`src/design/gdrm_pkg.sv`:
```
package gdrm_pkg;

  // Item kinds carried on in_tuser
  typedef enum logic [1:0] {
    FUNC_CLEAR = 2'd0,
    FUNC_LOAD  = 2'd1,
    FUNC_QUERY = 2'd2
  } func_t;

  // Configuration register indexes
  typedef enum logic [0:0] {
    REG_DR2_LIMIT    = 1'b0,
    REG_REL_PT_LIMIT = 1'b1
  } cfg_reg_t;

  typedef enum logic [1:0] {
    ST_IDLE,
    ST_SCAN,
    ST_DRAIN,
    ST_DONE
  } state_t;

  localparam int unsigned CFG_W       = 18;
  localparam int unsigned DR2_W       = 18;
  localparam int unsigned RELPT_W     = 8;
  localparam int unsigned PDG_W       = 32;
  localparam int unsigned OUT_IDX_W   = 5;
  localparam logic [DR2_W-1:0]   DR2_LIMIT_RST    = 18'd23593;
  localparam logic [RELPT_W-1:0] REL_PT_LIMIT_RST = 8'd128;

  localparam logic [PDG_W-1:0] PDG_MUON     = 32'd13;
  localparam logic [PDG_W-1:0] PDG_ANTIMUON = 32'hFFFF_FFF3;

  // Azimuth wrap in 1/512 rad: half turn and full turn (2*pi rounded)
  localparam logic signed [12:0] PHI_HALF_TURN = 13'sd1608;
  localparam logic signed [12:0] PHI_FULL_TURN = 13'sd3217;

  typedef struct packed {
    logic [1:0]  charge;
    logic [15:0] pt;
    logic [12:0] eta;
    logic [11:0] phi;
  } entry_t;

  // Scan read issued towards the distance pipe
  typedef struct packed {
    logic valid;
    logic last;
    logic skip;
  } issue_t;

  // Per-entry verdict leaving the distance pipe
  typedef struct packed {
    logic             valid;
    logic             last;
    logic             qual;
    logic [DR2_W-1:0] d2;
  } verdict_t;

endpackage

```
`src/design/greedy_delta_r_muon_matcher_core.sv`:
```
// Greedy nearest muon matcher.
// Input stream (in_*): in_tuser selects the item kind (clear table, load muon,
// query candidate); in_tdata carries the particle code and the kinematics.
// Clear and load leave the block idle. A query whose particle code is +/-13
// scans every stored entry once through the entry RAM, one entry per cycle,
// and then yields one transfer on the result stream (out_*): the match flag
// on out_tuser and the entry index on out_tdata. Other queries are dropped.
// A muon query reads the stored entries through the single RAM read port,
// passes each through three further stages of the distance pipe, folds the
// last verdict into the best match, and then commits the result and sets the
// taken mark. With an empty table the query goes straight to the commit state.
// The block handles one item at a time; in_tready is
// high whenever no query is in flight, so a held result does not stop clear,
// load or ignored items, and a query may run while its predecessor waits.
// A finished query holds in the commit state while the output register is
// still occupied by an untaken result.
// Reset (rst_n low, synchronous) empties the table, clears every taken mark
// and restores both limits to their defaults; RAM contents stay undefined
// and are never read before being loaded.
// Configuration writes (cfg_we) land at once; issue them while idle.
module greedy_delta_r_muon_matcher_core #(
  parameter int MAX_MUONS = 32
) (
  input  logic                          clk,
  input  logic                          rst_n,
  // in_tdata: pdg_id[31:0], charge[33:32], pt[49:34], eta[62:50], phi[74:63]
  input  logic [79:0]                   in_tdata,
  // in_tuser: func[1:0]
  input  logic [1:0]                    in_tuser,
  input  logic                          in_tvalid,
  output logic                          in_tready,
  // out_tdata: muon_index[4:0]
  output logic [7:0]                    out_tdata,
  // out_tuser: matched[0]
  output logic [0:0]                    out_tuser,
  output logic                          out_tvalid,
  input  logic                          out_tready,
  input  logic                          cfg_we,
  input  logic [0:0]                    cfg_index,
  input  logic [gdrm_pkg::CFG_W-1:0]    cfg_wdata
);
  import gdrm_pkg::*;

  localparam int IDX_W = $clog2(MAX_MUONS);
  localparam int CNT_W = $clog2(MAX_MUONS + 1);

  state_t                 state_r, state_nxt;
  logic [CNT_W-1:0]       cnt_r, cnt_nxt;
  logic [MAX_MUONS-1:0]   taken_r, taken_nxt;
  logic [DR2_W-1:0]       dr2_limit_r, dr2_limit_nxt;
  logic [RELPT_W-1:0]     rel_pt_limit_r, rel_pt_limit_nxt;
  logic                   found_r, found_nxt;
  logic                   out_tvalid_r, out_tvalid_nxt;

  // payload registers
  logic [IDX_W-1:0]       rd_idx_r, rd_idx_nxt;
  entry_t                 cand_r, cand_nxt;
  logic [DR2_W-1:0]       best_d2_r, best_d2_nxt;
  logic [IDX_W-1:0]       best_idx_r, best_idx_nxt;
  logic                   out_matched_r, out_matched_nxt;
  logic [OUT_IDX_W-1:0]   out_idx_r, out_idx_nxt;

  entry_t                 in_entry;
  entry_t                 ram_rdata;
  logic                   ram_we;
  logic [PDG_W-1:0]       in_pdg;
  logic                   is_muon;
  issue_t                 issue;
  verdict_t               verdict;
  logic [IDX_W-1:0]       verdict_idx;

  // Unpack the input item
  assign in_pdg          = in_tdata[31:0];
  assign in_entry.charge = in_tdata[33:32];
  assign in_entry.pt     = in_tdata[49:34];
  assign in_entry.eta    = in_tdata[62:50];
  assign in_entry.phi    = in_tdata[74:63];
  assign is_muon         = (in_pdg == PDG_MUON) || (in_pdg == PDG_ANTIMUON);

  assign in_tready  = (state_r == ST_IDLE);
  assign out_tvalid = out_tvalid_r;
  assign out_tuser  = out_matched_r;
  assign out_tdata  = {3'd0, out_idx_r};

  gdrm_entry_ram #(
    .DEPTH (MAX_MUONS)
  ) u_ram (
    .clk   (clk),
    .we    (ram_we),
    .waddr (cnt_r[IDX_W-1:0]),
    .wdata (in_entry),
    .raddr (rd_idx_r),
    .rdata (ram_rdata)
  );

  gdrm_dist_pipe #(
    .IDX_W (IDX_W)
  ) u_dist (
    .clk          (clk),
    .rst_n        (rst_n),
    .issue        (issue),
    .issue_idx    (rd_idx_r),
    .entry        (ram_rdata),
    .cand         (cand_r),
    .dr2_limit    (dr2_limit_r),
    .rel_pt_limit (rel_pt_limit_r),
    .verdict      (verdict),
    .verdict_idx  (verdict_idx)
  );

  always_comb begin
    state_nxt        = state_r;
    cnt_nxt          = cnt_r;
    taken_nxt        = taken_r;
    dr2_limit_nxt    = dr2_limit_r;
    rel_pt_limit_nxt = rel_pt_limit_r;
    found_nxt        = found_r;
    out_tvalid_nxt   = out_tvalid_r;
    rd_idx_nxt       = rd_idx_r;
    cand_nxt         = cand_r;
    best_d2_nxt      = best_d2_r;
    best_idx_nxt     = best_idx_r;
    out_matched_nxt  = out_matched_r;
    out_idx_nxt      = out_idx_r;
    ram_we           = 1'b0;
    issue            = '0;

    // Limits: written straight from the configuration port
    if (cfg_we) begin
      case (cfg_reg_t'(cfg_index))
        REG_DR2_LIMIT:    dr2_limit_nxt    = cfg_wdata[DR2_W-1:0];
        REG_REL_PT_LIMIT: rel_pt_limit_nxt = cfg_wdata[RELPT_W-1:0];
        default: ;
      endcase
    end

    // Release the output register once the receiver takes the result
    if (out_tvalid_r && out_tready) begin
      out_tvalid_nxt = 1'b0;
    end

    // Keep the first qualifying entry with the strictly smallest distance
    if (verdict.valid && verdict.qual && (!found_r || (verdict.d2 < best_d2_r))) begin
      found_nxt    = 1'b1;
      best_d2_nxt  = verdict.d2;
      best_idx_nxt = verdict_idx;
    end

    case (state_r)
      ST_IDLE: begin
        if (in_tvalid) begin
          case (func_t'(in_tuser))
            FUNC_CLEAR: begin
              cnt_nxt   = '0;
              taken_nxt = '0;
            end
            FUNC_LOAD: begin
              // drop loads into a full table
              if (cnt_r < CNT_W'(MAX_MUONS)) begin
                ram_we                       = 1'b1;
                taken_nxt[cnt_r[IDX_W-1:0]]  = 1'b0;
                cnt_nxt                      = cnt_r + CNT_W'(1);
              end
            end
            FUNC_QUERY: begin
              if (is_muon) begin
                cand_nxt   = in_entry;
                found_nxt  = 1'b0;
                rd_idx_nxt = '0;
                state_nxt  = (cnt_r == '0) ? ST_DONE : ST_SCAN;
              end
            end
            default: ;
          endcase
        end
      end
      ST_SCAN: begin
        issue.valid = 1'b1;
        issue.skip  = taken_r[rd_idx_r];
        issue.last  = ((CNT_W'(rd_idx_r) + CNT_W'(1)) == cnt_r);
        if (issue.last) begin
          state_nxt = ST_DRAIN;
        end else begin
          rd_idx_nxt = rd_idx_r + IDX_W'(1);
        end
      end
      ST_DRAIN: begin
        if (verdict.valid && verdict.last) begin
          state_nxt = ST_DONE;
        end
      end
      ST_DONE: begin
        // hold until the output register is free, then commit
        if (!out_tvalid_r || out_tready) begin
          out_tvalid_nxt  = 1'b1;
          out_matched_nxt = found_r;
          out_idx_nxt     = found_r ? OUT_IDX_W'(best_idx_r) : '0;
          if (found_r) begin
            taken_nxt[best_idx_r] = 1'b1;
          end
          state_nxt = ST_IDLE;
        end
      end
      default: state_nxt = ST_IDLE;
    endcase
  end

  always_ff @(posedge clk) begin
    if (!rst_n) begin
      state_r        <= ST_IDLE;
      cnt_r          <= '0;
      taken_r        <= '0;
      dr2_limit_r    <= DR2_LIMIT_RST;
      rel_pt_limit_r <= REL_PT_LIMIT_RST;
      found_r        <= 1'b0;
      out_tvalid_r   <= 1'b0;
    end else begin
      state_r        <= state_nxt;
      cnt_r          <= cnt_nxt;
      taken_r        <= taken_nxt;
      dr2_limit_r    <= dr2_limit_nxt;
      rel_pt_limit_r <= rel_pt_limit_nxt;
      found_r        <= found_nxt;
      out_tvalid_r   <= out_tvalid_nxt;
    end
  end

  always_ff @(posedge clk) begin
    rd_idx_r      <= rd_idx_nxt;
    cand_r        <= cand_nxt;
    best_d2_r     <= best_d2_nxt;
    best_idx_r    <= best_idx_nxt;
    out_matched_r <= out_matched_nxt;
    out_idx_r     <= out_idx_nxt;
  end

endmodule

```
`src/design/gdrm_entry_ram.sv`:
```
module gdrm_entry_ram #(
  parameter int DEPTH = 32,
  parameter int AW    = $clog2(DEPTH)
) (
  input  logic             clk,
  input  logic             we,
  input  logic [AW-1:0]    waddr,
  input  gdrm_pkg::entry_t wdata,
  input  logic [AW-1:0]    raddr,
  output gdrm_pkg::entry_t rdata
);
  import gdrm_pkg::*;

  entry_t mem [DEPTH];
  entry_t rdata_r;

  always_ff @(posedge clk) begin
    if (we) begin
      mem[waddr] <= wdata;
    end
  end

  always_ff @(posedge clk) begin
    rdata_r <= mem[raddr];
  end

  assign rdata = rdata_r;

endmodule

```
`src/design/gdrm_dist_pipe.sv`:
```
module gdrm_dist_pipe #(
  parameter int IDX_W = 5
) (
  input  logic                          clk,
  input  logic                          rst_n,
  input  gdrm_pkg::issue_t              issue,
  input  logic [IDX_W-1:0]              issue_idx,
  input  gdrm_pkg::entry_t              entry,
  input  gdrm_pkg::entry_t              cand,
  input  logic [gdrm_pkg::DR2_W-1:0]    dr2_limit,
  input  logic [gdrm_pkg::RELPT_W-1:0]  rel_pt_limit,
  output gdrm_pkg::verdict_t            verdict,
  output logic [IDX_W-1:0]              verdict_idx
);
  import gdrm_pkg::*;

  // stage 0: aligned with RAM read data
  issue_t           s0_r;
  logic [IDX_W-1:0] s0_idx_r;

  // stage A: differences
  logic                s1_valid_r, s1_last_r, s1_ok_r;
  logic [IDX_W-1:0]    s1_idx_r;
  logic signed [13:0]  s1_deta_r;
  logic signed [11:0]  s1_dphi_r;
  logic [15:0]         s1_diff_r;
  logic [15:0]         s1_ept_r;

  // stage B: products
  logic                s2_valid_r, s2_last_r, s2_ok_r;
  logic [IDX_W-1:0]    s2_idx_r;
  logic [25:0]         s2_sq_eta_r;
  logic [21:0]         s2_sq_phi_r;
  logic [23:0]         s2_lhs_r;
  logic [23:0]         s2_rhs_r;

  // stage C: verdict
  verdict_t            s3_r;
  logic [IDX_W-1:0]    s3_idx_r;

  logic signed [13:0] deta_a;
  logic signed [12:0] dphi_raw;
  logic signed [12:0] dphi_wrap;
  logic [15:0]        diff_a;
  logic signed [27:0] prod_eta;
  logic signed [23:0] prod_phi;
  logic [23:0]        rhs_b;
  logic [26:0]        d2_c;
  logic               qual_c;

  always_comb begin
    deta_a   = $signed({cand.eta[12], cand.eta}) - $signed({entry.eta[12], entry.eta});
    dphi_raw = $signed({cand.phi[11], cand.phi}) - $signed({entry.phi[11], entry.phi});
    if (dphi_raw > PHI_HALF_TURN) begin
      dphi_wrap = dphi_raw - PHI_FULL_TURN;
    end else if (dphi_raw < -PHI_HALF_TURN) begin
      dphi_wrap = dphi_raw + PHI_FULL_TURN;
    end else begin
      dphi_wrap = dphi_raw;
    end
    diff_a = (cand.pt >= entry.pt) ? (cand.pt - entry.pt) : (entry.pt - cand.pt);
  end

  always_comb begin
    prod_eta = 28'(s1_deta_r) * 28'(s1_deta_r);
    prod_phi = 24'(s1_dphi_r) * 24'(s1_dphi_r);
    rhs_b    = 24'(rel_pt_limit) * 24'(s1_ept_r);
  end

  always_comb begin
    d2_c   = 27'(s2_sq_eta_r) + 27'(s2_sq_phi_r);
    qual_c = s2_ok_r && (d2_c < 27'(dr2_limit)) && (s2_lhs_r < s2_rhs_r);
  end

  always_ff @(posedge clk) begin
    s0_idx_r    <= issue_idx;
    s1_last_r   <= s0_r.last;
    s1_idx_r    <= s0_idx_r;
    s1_ok_r     <= !s0_r.skip && (cand.charge == entry.charge);
    s1_deta_r   <= deta_a;
    s1_dphi_r   <= dphi_wrap[11:0];
    s1_diff_r   <= diff_a;
    s1_ept_r    <= entry.pt;
    s2_last_r   <= s1_last_r;
    s2_idx_r    <= s1_idx_r;
    s2_ok_r     <= s1_ok_r;
    s2_sq_eta_r <= prod_eta[25:0];
    s2_sq_phi_r <= prod_phi[21:0];
    s2_lhs_r    <= {s1_diff_r, 8'd0};
    s2_rhs_r    <= rhs_b;
    s3_r.last   <= s2_last_r;
    s3_r.qual   <= qual_c;
    s3_r.d2     <= d2_c[DR2_W-1:0];
    s3_idx_r    <= s2_idx_r;
    if (!rst_n) begin
      s0_r       <= '0;
      s1_valid_r <= 1'b0;
      s2_valid_r <= 1'b0;
      s3_r.valid <= 1'b0;
    end else begin
      s0_r       <= issue;
      s1_valid_r <= s0_r.valid;
      s2_valid_r <= s1_valid_r;
      s3_r.valid <= s2_valid_r;
    end
  end

  assign verdict     = s3_r;
  assign verdict_idx = s3_idx_r;

endmodule

```
`config.mk`:
```
export PLATFORM = sky130hd
export DESIGN_NAME = greedy_delta_r_muon_matcher_core
export DESIGN_NICKNAME = d
export VERILOG_FILES = /design/src/design/gdrm_pkg.sv /design/src/design/greedy_delta_r_muon_matcher_core.sv /design/src/design/gdrm_entry_ram.sv /design/src/design/gdrm_dist_pipe.sv
export SDC_FILE = /design/constraint.sdc
export NUM_CORES = 2
export LEC_CHECK = 0
export ABC_CLOCK_PERIOD_IN_PS = 5500
export CAP_MARGIN = 20
export CORE_MARGIN = 5
export CORE_UTILIZATION = 25
export DETAILED_ROUTE_END_ITERATION = 8
export DONT_BUFFER_PORTS = 1
export SYNTH_ARGS = -nofsm -noshare
export SYNTH_HDL_FRONTEND = slang
export SYNTH_SLANG_ARGS = --single-unit
```
`constraint.sdc`:
```
create_clock -name clk -period 5.5 [get_ports clk]
set_clock_uncertainty 0.05 [all_clocks]
set_input_delay 0 -clock clk [delete_from_list [all_inputs] [get_ports clk]]
set_output_delay 0 -clock clk [all_outputs]
set_load 0.05 [all_outputs]
```
==> results list <==
- Number of top-level pins: 117
- Routability-driven placement finished with a final weighted congestion of between 0.8 and 0.9.
- The number of global-route vias before repair came to 47400.
- Proportion of register bits with asynchronous set or reset after synthesis: 0
- Die Width: 585 um
- The checks that failed: negative setup slack.
- Post-Place Cell Area: around 0.09 sq mm
- Buffer levels on the longest clock path: 3
- For the pin with the worst max-slew slack, the measured transition is 1.17 ns.
- Distinct cell type count after synthesis: 89
- Walking the worst path, the cells encountered are and2_4 -> fa_1 -> inv_1 -> fa_1 -> inv_1 -> fa_1 -> fa_1 -> fa_1 -> inv_1 -> fa_1 -> inv_2 -> ha_4 -> a21o_1 -> a21o_1 -> a21oi_2 -> nand3_2 -> nor3_4 -> o31ai_4 -> o41a_1 -> a21o_1 -> a21oi_2 -> xnor2_1.
* Post-layout net count: between 6000 and 7000
* Highest-delay cell along the critical path: sky130_fd_sc_hd__fa_1
- For this run, design rule violations remaining after detail routing come to 0.
- First-pass GRT wire length: 306 mm
* Most repeated cell in the gate-level netlist after synthesis: sky130_fd_sc_hd__edfxtp_1
- Along the worst hold path, the cell count comes to 1.
* Tmin final: roughly 5.8 ns
- Counting cells, the worst reg-to-reg path comes to 22.
- Startpoint types: register
- The initialized floorplan defines about 210 standard-cell rows.
- Post-route worst setup slack: -0.311 ns
* Area share of the leading cell type in the synthesized netlist: 0.528
- For this run, the slowest stage of the critical path takes ~0.52 ns.
* Flop and latch count out of synthesis: roughly 1800
- Entering global routing, the biggest net connects 99 pins.
- Cell area after technology mapping: about 0.083 sq mm
- Counting buffers and inverters, the worst setup path is 22 cells deep.
* Total congestion overflow: 0
- TritonCTS built the clock tree.
- The run finished, with violations left.
- Drt total wl: 204 mm
* Max-Slew Margin vs Limit: 0.217
- Via density per instance: 4.45
- Number of detailed-route iterations in the first pass: 7
* Dominant cell type by area after synthesis: sky130_fd_sc_hd__edfxtp_1
- The tree built by TritonCTS fans out to approximately 1800 sinks.
* Effective utilization at floorplan: 0.251
* Die extent in y: 585 um
* # setup viols final: 7
* Synthesis-to-layout area growth: 19.6%
* Most frequent cell on the critical path: sky130_fd_sc_hd__fa_1
- Global Route Usage Sum: 0.118
- Final hold violations: 0
- In the synthesized netlist, the cells that appear most often are sky130_fd_sc_hd__edfxtp_1, sky130_fd_sc_hd__inv_1, sky130_fd_sc_hd__mux4_2, sky130_fd_sc_hd__fa_1, sky130_fd_sc_hd__dfxtp_1.
- Number of maximum-capacitance violations: 0
* Crit-path leading delay family: adder cells
* Remaining antenna violation count after routing: 0
- Cts bufs inserted: 185
- In the synthesized netlist, the number of instances is 5112.
* Total negative setup slack: -1.12 ns
- Of the cells placed in the final design, the portion with a size suffix greater than 1 is 0.212.
- Measured on the finished design, the core utilization comes to 0.300.
* Endpoint required time on the critical path: 6.16 ns
- Once detailed placement completed, the half-perimeter wirelength came to around 130 mm.
* Area of the die: 0.342 sq mm
- Synth warn: 0
- Period Utilization, post-route: 1.06
- Avg Inst Size Synth: around 16 sq um
- The detailed router finished its first iteration with 3694 violations.
* Type of destination of the critical path: register
- Commonest register cell after synthesis: sky130_fd_sc_hd__edfxtp_1
* Max-slew violation total from the final report: 0
- Layout Cell Area excl Fill: 0.0988 sq mm
- Yosys mapped a number of flops with a built-in enable equal to about 1500.
- Number of antenna violations at the first check in global routing: 24
- The tree is rooted in a sky130_fd_sc_hd__clkbuf_16.
- Unrepaired setup endpoints after global routing: true
- Worst Path Buf+Inv: 4
- Category of the critical setup timing path: register to register
* Arrival time worst endpoint: 6.47 ns
- Worst Hold Margin: between 0.06 and 0.07 ns
- Maximum level of the CTS H-tree: 4
- The later pin in the worst-skew pair is clocked with a latency of 0.83 ns.
* Sequential-to-total area share from yosys stat: 0.602
* Port bufs: 0
- DR WL/cell: about 20 um
* Clock transition at the register clock pins on the worst setup and hold paths after CTS: 0.06 ns
- By area the synthesized netlist is led by sky130_fd_sc_hd__edfxtp_1, sky130_fd_sc_hd__mux4_2, sky130_fd_sc_hd__fa_1.
* Timing-limited maximum frequency: approximately 0.17 GHz
* Highest fanout seen on the critical path: 4
- The core region is approximately 0.33 sq mm.
* Class of the worst hold path: input port to register
- Total vias in the final route: 44900
## path summary, 6_finish.rpt
kind	from	endpoint	slack (ns)
max	u_dist.s1_deta_r[4]$_DFF_P_	u_dist.s2_sq_eta_r[23]$_DFF_P_	-0.31
min	in_tdata[71]	u_ram.mem[9][8]$_DFFE_PP_	0.07
max reg2reg	u_dist.s1_deta_r[4]$_DFF_P_	u_dist.s2_sq_eta_r[23]$_DFF_P_	-0.31
min reg2reg	u_dist.s1_diff_r[14]$_DFF_P_	u_dist.s2_lhs_r[22]$_DFF_P_	0.23
## per-layer routing
metal,vias up,global-route usage,share of wire
met5,-,0,0.00020
met4,6,0.0285,0.023
met3,311,0.0198,0.058
met2,1263,0.196,0.48
met1,23600,0.161,0.44
li1,19800,-,-
## cell usage in the layout (no fill, tap or decap), types with 19 or more instances in the layout
cell	instances
sky130_fd_sc_hd__dfxtp_2	20
sky130_fd_sc_hd__o21a_1	20
sky130_fd_sc_hd__nand2_1	282
sky130_fd_sc_hd__edfxtp_1	1453
sky130_fd_sc_hd__clkinv_1	24
sky130_fd_sc_hd__o21ai_0	90
sky130_fd_sc_hd__a21oi_1	113
sky130_fd_sc_hd__dlygate4sd3_1	136
sky130_fd_sc_hd__fa_1	357
sky130_fd_sc_hd__dfxtp_1	281
sky130_fd_sc_hd__nor2b_1	48
sky130_fd_sc_hd__nand2b_1	21
sky130_fd_sc_hd__ha_1	291
sky130_fd_sc_hd__nor3_1	34
sky130_fd_sc_hd__a21boi_0	62
sky130_fd_sc_hd__clkbuf_8	21
sky130_fd_sc_hd__a21o_1	39
sky130_fd_sc_hd__clkbuf_1	52
sky130_fd_sc_hd__xor2_1	43
sky130_fd_sc_hd__mux4_2	440
sky130_fd_sc_hd__nand3_1	34
sky130_fd_sc_hd__mux2_2	48
sky130_fd_sc_hd__clkinv_2	24
sky130_fd_sc_hd__clkbuf_16	192
sky130_fd_sc_hd__nor2_1	111
sky130_fd_sc_hd__xnor2_1	99
sky130_fd_sc_hd__and2_1	144
sky130_fd_sc_hd__nand4_1	19
sky130_fd_sc_hd__inv_1	551
sky130_fd_sc_hd__buf_12	44
sky130_fd_sc_hd__buf_4	231
sky130_fd_sc_hd__nor2_4	36
## worst reg2reg max path: stages, from the launching register on
cell and delay (ns):
sky130_fd_sc_hd__dfxtp_4 0.37, sky130_fd_sc_hd__and2_4 0.15, sky130_fd_sc_hd__fa_1 0.52, sky130_fd_sc_hd__inv_1 0.05, sky130_fd_sc_hd__fa_1 0.47, sky130_fd_sc_hd__inv_1 0.05, sky130_fd_sc_hd__fa_1 0.50, sky130_fd_sc_hd__fa_1 0.46
sky130_fd_sc_hd__fa_1 0.50, sky130_fd_sc_hd__inv_1 0.05, sky130_fd_sc_hd__fa_1 0.49, sky130_fd_sc_hd__inv_2 0.04, sky130_fd_sc_hd__ha_4 0.21, sky130_fd_sc_hd__a21o_1 0.15, sky130_fd_sc_hd__a21o_1 0.16, sky130_fd_sc_hd__a21oi_2 0.16
sky130_fd_sc_hd__nand3_2 0.13, sky130_fd_sc_hd__nor3_4 0.25, sky130_fd_sc_hd__o31ai_4 0.10, sky130_fd_sc_hd__o41a_1 0.42, sky130_fd_sc_hd__a21o_1 0.20, sky130_fd_sc_hd__a21oi_2 0.15, sky130_fd_sc_hd__xnor2_1 0.12
## registers in the layout, indices dropped and copies added (netlist names), 14 cells and up
register,count
u_dist.s2_lhs_r,16
u_dist.verdict,21
best_d2_r,18
u_dist.s1_diff_r,16
u_dist.s1_ept_r,16
u_dist.s2_sq_eta_r,25
u_dist.s2_rhs_r,24
u_ram.rdata,43
cand_r,43
u_ram.mem,1376
dr2_limit_r,18
u_dist.s2_sq_phi_r,21
taken_r,32
u_dist.s1_deta_r,14
## cell families (layout without fill, tap and decap cells)
family	after synthesis	after routing	synth area share
fa+ha+maj	660	660	0.133
other cells	1	8	0.0000454
xor+xnor	144	144	0.0155
compound gates	475	475	0.0386
buf+inv	749	1353	0.0344
simple gates	827	827	0.0489
flops	1758	1758	0.602
mux	498	498	0.128
## metrics by stage
stage | std cells | worst slack [ns]
global placement | 9542 | -0.418
global route | 10100 | -0.513
finish | 10100 | -0.311
detailed placement | 9544 | -0.575
floorplan | 5114 | -0.0593
CTS | 10000 | -0.317
## area by class of cell
type	count	area, sq um
diodes	5	12.5
clock buffers	261	5190
clock inverters	88	1070
fillers	32300	231000
inverters	558	2100
multi-input cells	2607	30600
flip-flops and latches	1758	49800
well taps	4366	5460
repair buffers	446	4600
## repair_timing
item                       4_1_cts  5_1_grt
setup endpoints to repair       11       16
gates resized for setup         38       50
hold buffers                   139       18
setup buffers                    6        7
hold endpoints to repair      1536       44
pin swaps                       39       34
Power is left out: the tool's default activity adds up to more than one toggle a clock period on the data nets, which glitch-free logic cannot reach.
